[src/design/prle_pkg.sv]
// Package with the shared constants of the plane run-length encoder.
package prle_pkg;

    localparam int unsigned MAX_RESULTS = 8;
    localparam int unsigned NUM_SLOTS_W = 3;
    localparam int unsigned COUNT_W = 4;
    localparam int unsigned ADDR_W = 3;

    localparam logic [ADDR_W-1:0] ADDR_PLANE_LENGTH = 3'd0;

    localparam logic [31:0] PLANE_LENGTH_RESET = 32'd1;
    localparam logic [31:0] RAW_TAIL_BYTES = 32'd4;
    localparam logic [31:0] SHORT_RUN_LIMIT = 32'd256;
    localparam logic [7:0] ESCAPE_BYTE = 8'hFF;

    localparam logic [2:0] EMIT_NONE = 3'd0;
    localparam logic [2:0] EMIT_SINGLE = 3'd1;
    localparam logic [2:0] EMIT_SHORT = 3'd3;
    localparam logic [2:0] EMIT_LONG = 3'd7;

endpackage

[src/design/plane_run_length_encoder.sv]
// Top level of the plane run-length encoder: coding logic and result buffer.
//
//   Channel   Direction  Handshake                  Payload
//   input     in         i_in_valid / o_in_ready    i_data_byte
//   output    out        o_out_valid / i_out_ready  o_out_byte .. o_encoded_size
//   config    in         psel, penable, pwrite      paddr, pwdata, prdata, pready
//
// An item is coded in the cycle it is accepted and its results appear in the cycle after.
// An item holds the result buffer until all of its results, up to eight, are taken.
// Items with at most one result stream at one item per cycle while i_out_ready is high.
// A new item is accepted while the last buffered result is being taken.
// Reset is synchronous and active low and loads plane_length with one.
module plane_run_length_encoder
    import prle_pkg::*;
(
    input  logic                i_clk,
    input  logic                i_rst_n,
    input  logic                i_in_valid,
    output logic                o_in_ready,
    input  logic [7:0]          i_data_byte,
    output logic                o_out_valid,
    input  logic                i_out_ready,
    output logic [7:0]          o_out_byte,
    output logic                o_byte_valid,
    output logic                o_last_of_item,
    output logic                o_plane_done,
    output logic                o_raw_fallback,
    output logic [31:0]         o_encoded_size,
    input  logic                psel,
    input  logic                penable,
    input  logic                pwrite,
    input  logic [ADDR_W-1:0]   paddr,
    input  logic [31:0]         pwdata,
    output logic [31:0]         prdata,
    output logic                pready
);

    logic [31:0] r_len;
    logic [31:0] r_lim;
    logic        r_len_gt4;

    logic [7:0]  r_held;
    logic [31:0] r_run;
    logic [31:0] r_pos;
    logic [31:0] r_emitted;
    logic        r_gave_up;

    logic [7:0]         r_slot [MAX_RESULTS];
    logic [COUNT_W-1:0] r_nb;
    logic [COUNT_W-1:0] r_total;
    logic [COUNT_W-1:0] r_idx;
    logic               r_fb;
    logic [31:0]        r_size;

    logic               cfg_write;
    logic               take;
    logic               take_last;
    logic               accept;
    logic               is_byte;

    logic               code;
    logic               give1;
    logic               extend;
    logic               gave1;
    logic               give2;
    logic               gave2;
    logic               tail;
    logic               plane_end;
    logic               fb;
    logic [2:0]         k1;
    logic [COUNT_W-1:0] k_all;
    logic [32:0]        sum1;
    logic [32:0]        sum2;
    logic [31:0]        e2;
    logic [32:0]        pos_inc;
    logic [7:0]         cb [MAX_RESULTS];
    logic [7:0]         n_slot [MAX_RESULTS];
    logic [31:0]        n_run;
    logic [31:0]        run_m2;

    assign pready = 1'b1;
    assign cfg_write = psel && penable && pwrite && pready && (paddr == ADDR_PLANE_LENGTH);
    assign prdata = (paddr == ADDR_PLANE_LENGTH) ? r_len : 32'd0;

    always_ff @(posedge i_clk) begin
        if (!i_rst_n) begin
            r_len <= PLANE_LENGTH_RESET;
            r_lim <= PLANE_LENGTH_RESET - RAW_TAIL_BYTES;
            r_len_gt4 <= 1'b0;
        end else if (cfg_write) begin
            r_len <= pwdata;
            r_lim <= pwdata - RAW_TAIL_BYTES;
            r_len_gt4 <= pwdata > RAW_TAIL_BYTES;
        end
    end

    assign o_out_valid = r_idx < r_total;
    assign take = o_out_valid && i_out_ready;
    assign take_last = take && ((r_idx + 4'd1) == r_total);
    assign o_in_ready = !o_out_valid || take_last;
    assign accept = i_in_valid && o_in_ready;

    always_comb begin
        code = r_len_gt4 && (r_pos != 32'd0) && (r_pos <= r_lim) && !r_gave_up;
        give1 = code && (r_emitted >= r_lim);
        extend = code && !give1 && (r_pos < r_lim) && (r_held == i_data_byte);
        k1 = EMIT_NONE;
        n_run = r_run;
        if (code && !give1 && !extend) begin
            priority if (r_run == 32'd1) begin
                k1 = EMIT_SINGLE;
            end else if (r_run < SHORT_RUN_LIMIT) begin
                k1 = EMIT_SHORT;
                n_run = 32'd1;
            end else begin
                k1 = EMIT_LONG;
                n_run = 32'd1;
            end
        end else if (extend) begin
            n_run = r_run + 32'd1;
        end
        gave1 = r_gave_up || give1;
        sum1 = {1'b0, r_emitted} + {30'd0, k1};
        give2 = r_len_gt4 && (r_pos == r_lim) && !gave1 && (sum1 >= {1'b0, r_lim});
        gave2 = gave1 || give2;
        tail = r_len_gt4 && (r_pos >= r_lim) && (r_pos < r_len) && !gave2;
        k_all = {1'b0, k1} + {3'd0, tail};
        sum2 = {1'b0, r_emitted} + {29'd0, k_all};
        e2 = sum2[32] ? 32'hFFFF_FFFF : sum2[31:0];
        pos_inc = {1'b0, r_pos} + 33'd1;
        plane_end = pos_inc >= {1'b0, r_len};
        fb = !r_len_gt4 || gave2 || (sum2 >= {1'b0, r_len});
        run_m2 = r_run - 32'd2;
        cb[0] = r_held;
        cb[1] = r_held;
        cb[2] = (k1 == EMIT_SHORT) ? run_m2[7:0] : ESCAPE_BYTE;
        cb[3] = r_run[7:0];
        cb[4] = r_run[15:8];
        cb[5] = r_run[23:16];
        cb[6] = r_run[31:24];
        cb[7] = i_data_byte;
        for (int i = 0; i < MAX_RESULTS; i++) begin
            n_slot[i] = (i < int'(k1)) ? cb[i] : i_data_byte;
        end
    end

    always_ff @(posedge i_clk) begin
        if (!i_rst_n) begin
            r_held <= 8'd0;
            r_run <= 32'd1;
            r_pos <= 32'd0;
            r_emitted <= 32'd0;
            r_gave_up <= 1'b0;
            r_total <= '0;
            r_idx <= '0;
        end else if (accept) begin
            r_total <= k_all + {3'd0, plane_end};
            r_idx <= '0;
            if (plane_end) begin
                r_held <= 8'd0;
                r_run <= 32'd1;
                r_pos <= 32'd0;
                r_emitted <= 32'd0;
                r_gave_up <= 1'b0;
            end else begin
                r_held <= i_data_byte;
                r_run <= n_run;
                r_pos <= pos_inc[31:0];
                r_emitted <= e2;
                r_gave_up <= gave2;
            end
        end else if (take) begin
            r_idx <= r_idx + 4'd1;
        end
    end

    always_ff @(posedge i_clk) begin
        if (accept) begin
            r_slot <= n_slot;
            r_nb <= k_all;
            r_fb <= fb;
            r_size <= fb ? r_len : e2;
        end
    end

    assign is_byte = r_idx < r_nb;
    assign o_out_byte = is_byte ? r_slot[r_idx[NUM_SLOTS_W-1:0]] : 8'd0;
    assign o_byte_valid = is_byte;
    assign o_last_of_item = (r_idx + 4'd1) == r_total;
    assign o_plane_done = !is_byte;
    assign o_raw_fallback = !is_byte && r_fb;
    assign o_encoded_size = is_byte ? 32'd0 : r_size;

    a_buffer_bounds: assert property (@(posedge i_clk) disable iff (!i_rst_n)
        (r_total <= COUNT_W'(MAX_RESULTS)) && (r_idx <= r_total))
        else $error("Result buffer index or count out of range.");

    a_status_last: assert property (@(posedge i_clk) disable iff (!i_rst_n)
        (o_out_valid && o_plane_done) |-> o_last_of_item)
        else $error("Plane status is not the last result of its item.");

    a_plane_clear: assert property (@(posedge i_clk) disable iff (!i_rst_n)
        (accept && plane_end) |=> ((r_pos == 32'd0) && (r_run == 32'd1) && !r_gave_up))
        else $error("Plane state not cleared after plane end.");

    a_no_accept_busy: assert property (@(posedge i_clk) disable iff (!i_rst_n)
        (o_out_valid && !take_last) |-> !o_in_ready)
        else $error("Item accepted while earlier results are pending.");

endmodule
[config.mk]
export PLATFORM = sky130hd
export DESIGN_NAME = plane_run_length_encoder
export DESIGN_NICKNAME = d
export VERILOG_FILES = /design/src/design/prle_pkg.sv /design/src/design/plane_run_length_encoder.sv
export SDC_FILE = /design/constraint.sdc
export NUM_CORES = 1
export LEC_CHECK = 0
export ABC_CLOCK_PERIOD_IN_PS = 15600
export BUFFER_PORTS_ARGS = -buffer_cell sky130_fd_sc_hd__buf_2
export CORE_MARGIN = 5
export CORE_UTILIZATION = 54
export CTS_CLUSTER_DIAMETER = 30
export CTS_CLUSTER_SIZE = 14
export DETAILED_ROUTE_END_ITERATION = 6
export GPL_TIMING_DRIVEN = 0
export HOLD_SLACK_MARGIN = 0.05
export PLACE_DENSITY = 0.83
export SKIP_CTS_REPAIR_TIMING = 1
export SLEW_MARGIN = 20
export SYNTH_ARGS = -nofsm -noshare
export SYNTH_HDL_FRONTEND = slang
export SYNTH_SLANG_ARGS = --single-unit
[constraint.sdc]
create_clock -name i_clk -period 15.6 [get_ports i_clk]
set_input_delay 4.68 -clock i_clk [delete_from_list [all_inputs] [get_ports i_clk]]
set_output_delay 4.68 -clock i_clk [all_outputs]
set_load 0.005 [all_outputs]
==> summary.txt <==
Placement
  • DP Worst Slack: -1.29 ns
  • Placed cell count: 2750
  • Placer Congestion: 1.09
  • Port Buffers: 127
  • Detail Placement HPWL: 50100 um
  • Post-DP Area: 20500 sq um

Synth
  • Syn Inst Count: between 2000 and 2500
  • XOR/XNOR share of the synthesized area: 6.69%
  • Synth unique cells: 76
  • Multiplexer area fraction after synthesis: 5.13%
  • Asr flop ratio synth: 0%
  • Synth Register Bits: 277
  • Largest family of logic cells by synthesized area: simple AND/OR/NAND/NOR gates
  • Avg Inst Size Synth: 8.91 sq um
  • Yosys warns: 0
  • Area contributors post-synth: dfxtp_1, edfxtp_1, ha_1
  • Synth Area in Adders: 14.2%
  • Cell accounting for the most synthesized area: dfxtp_1
  • Synth Area in Compound Gates: 14.7%
  • Sequential fraction of the synthesis area: 34.1%
  • Simple-Gate Fraction of Synth Area: 21.0%
  • Syn Nets: 2428
  • Most common flop cell mapped by yosys: dfxtp_1
  • Area share of the largest cell type after synthesis: 18.3%
  • Cell Area, Synth: 19200 sq um
  • EDFF count, synth: around 100

Worst setup path
  • Slowest-stage cell, CP: a2111oi_4
  • FF-to-FF End: r_size[20]$_DFFE_PP_
  • Setup crit end kind: flip-flop
  • Setup crit start: i_data_byte[1]
  • CP required: 15.90 ns
  • Setup slack, reg-to-reg: roughly 2.9 ns
  • Startpoint types: input pin
  • Crit Path Max Fanout: 10
  • Critical setup path kind: input pin to flip-flop
  • CP arrival: 15.53 ns
  • Delay of the slowest critical-path stage: roughly 0.51 ns
  • Cell mode on critical path: ha_1
  • FF-to-FF path depth: 45
  • Reg2Reg Launch Point: r_len[0]$_SDFFE_PN1P_

Drt
  • Via count: 18000
  • DR WL/cell: around 23 um
  • DR pass1 iterations: 7
  • Vias/cell: 6.28
  • Drt total wl: 66400 um
  • DRC: 2
  • ANT nets after route: 0
  • Initial drt markers: between 1500 and 2000

Timing
  • Setup_tns: 0 ns
  • Min Hold Slack: between 0.4 and 0.5 ns
  • Headroom to the max-slew limit: about a quarter
  • Fmax: 65.7 MHz
  • RSZ-0062 raised after global routing: false
  • Final setup vio count: 0
  • Tmin final: 15.22 ns
  • Crit share post-route: a little over nine tenths
  • Worst-margin pin slew: 1.10 ns
  • Final worst slack: 0.377 ns
  • Slew Limit Fails: 0
  • Worst clock skew: about 0.033 ns
  • Final hold vios: 0

Outcome
  • Failing checks: design-rule violations
  • Outcome: complete, but fails checks

Power
  • Pwr Total: between 2 and 2.5 mW
  • P_leak: 10.8 nW
  • Max VDD drop: 0.117 mV
  • Pwr dens: 107 nW/um^2

Cells and area
  • # fillers: 2897
  • Layout cells sized above 1: between 10% and 20%
  • Finished Core Util: 64.8%
  • Area Overhead vs Synth: 19.3%
  • Number of diodes: 0
  • Area occupied by registers: 6560 sq um
  • Nets: 2627
  • Area of the multi-input gates: 11900 sq um
  • Fin area: 22900 sq um
  • Final cell count without fillers: 2873

Floorplanning
  • Initial Utilization: about 54%
  • Row count: 69
  • I/O pin total: 129
  • Die width: 199 um
  • Core ar.: 35400 sq um
  • Die span in y: between 150 and 200 um
  • Die area: 39500 sq um

Min path
  • Hold Crit Class: flip-flop to flip-flop
  • Worst hold path startpoint: r_len[11]$_SDFFE_PN0P_
  • Cell depth of the worst hold path: 2
  • Hold Path End: r_len[11]$_SDFFE_PN0P_

Clock network
  • H-tree levels: 3
  • Root Driver: clkbuf_16
  • Num CTS Buffers: 68
  • Worst-path clk slew: 0.04 ns
  • Clock Sinks: 277
  • Clock Latency Late Sink: 0.60 ns
  • CTS tree: done
  • Bufs on Longest Clock Path: 3

Global routing
  • First-pass GRT wire length: 101000 um
  • GRT Total Usage: between 30% and 40%
  • Vias in the first global route: 17800
  • Overflow after GRT: 0
  • Initial antenna violation count: 0
  • Largest net degree at the start of global routing: 53

Flow run
  • Total of max-cap violations: 0
-- state kept, by name, indices dropped and copies added, names as in the netlist --
signal,count
r_idx,4
r_held,8
r_run,32
r_emitted,32
r_pos,32
r_fb,1
r_len_gt4,1
r_gave_up,1
r_lim,30
r_slot,64
r_total,4
r_len,32
r_size,32
r_nb,4
-- logic make-up after synthesis --
kind of cell               Yosys count
AOI/OAI and AO/OA                  429
xor gates and xnor gates           147
adders and majority gates          218
buffers and inverters              205
DFF                                277
muxes                               74
other                                1
and+or+nand+nor                    809
-- where the power goes --
group | internal, mW | switching, mW | total (mW) | leakage (nW)
clock | 0.980 | 0.472 | 1.45 | 1.16
combinational | 0.0642 | 0.128 | 0.192 | 7.24
sequential | 0.795 | 0.0110 | 0.806 | 2.39
-- Yosys cell counts, drive strengths merged, types with 37 or more instances --
| library cell | n |
|---|---|
| nand2 | 272 |
| ha | 217 |
| dfxtp | 176 |
| nor2 | 131 |
| a21oi | 120 |
| edfxtp | 101 |
| inv | 99 |
| o21ai | 89 |
| xnor2 | 88 |
| and2 | 81 |
| clkbuf | 76 |
| nand3 | 75 |
| a21o | 69 |
| xor2 | 59 |
| nand4 | 54 |
| a22o | 44 |
| mux2 | 37 |
| nand2b | 37 |
-- critical path: cells and delay by family --
family          cells  cell delay [ns]
simple gates       10             2.08
mux                 1             0.36
fa+ha+maj           6             1.66
xor+xnor            4             1.03
compound gates     18             4.35
buf+inv             5             1.31
-- routing by layer --
| metal | part of all wire (%) | routed length (um) | up-vias | track usage [%] |
|---|---|---|---|---|
| met5 | 0 | 0 | - | 0 |
| met4 | 5.6 | 3740 | 0 | 16.6 |
| met3 | 9.7 | 6420 | 245 | 6.69 |
| met2 | 46 | 30500 | 1044 | 54.8 |
| met1 | 39 | 25800 | 8562 | 41.0 |
| li1 | - | - | 8194 | - |
-- cell usage in the layout (no fill, tap or decap), types with 59 or more instances in the layout --
| cell type | count |
|---|---|
| a21o_1 | 69 |
| a21oi_1 | 118 |
| and2_1 | 78 |
| buf_2 | 144 |
| clkbuf_1 | 77 |
| clkbuf_16 | 72 |
| dfxtp_1 | 176 |
| edfxtp_1 | 101 |
| ha_1 | 217 |
| inv_1 | 97 |
| nand2_1 | 272 |
| nand3_1 | 73 |
| nor2_1 | 128 |
| o21ai_0 | 86 |
| xnor2_1 | 88 |
| xor2_1 | 59 |
-- final cells by class --
class	instances	share of cell area, %
multi-input combinational	1678	51.9
sequential	277	28.6
clock buffer	88	8.42
timing repair buffer	133	3.14
tap	461	2.51
clock inverter	35	1.93
buffer	101	1.87
inverter	100	1.64
-- how the worst max path moves through the flow --
stage / cells after the start / to
6_report: 44 / r_size[20]$_DFFE_PP_
5_1_grt: 49 / r_size[20]$_DFFE_PP_
4_1_cts: 45 / r_size[20]$_DFFE_PP_
3_5_place_dp: 44 / r_size[20]$_DFFE_PP_
3_3_place_gp: 44 / r_size[20]$_DFFE_PP_
2_1_floorplan: 46 / r_size[26]$_DFFE_PP_
Note: power is estimated with default switching activity, not from simulation.
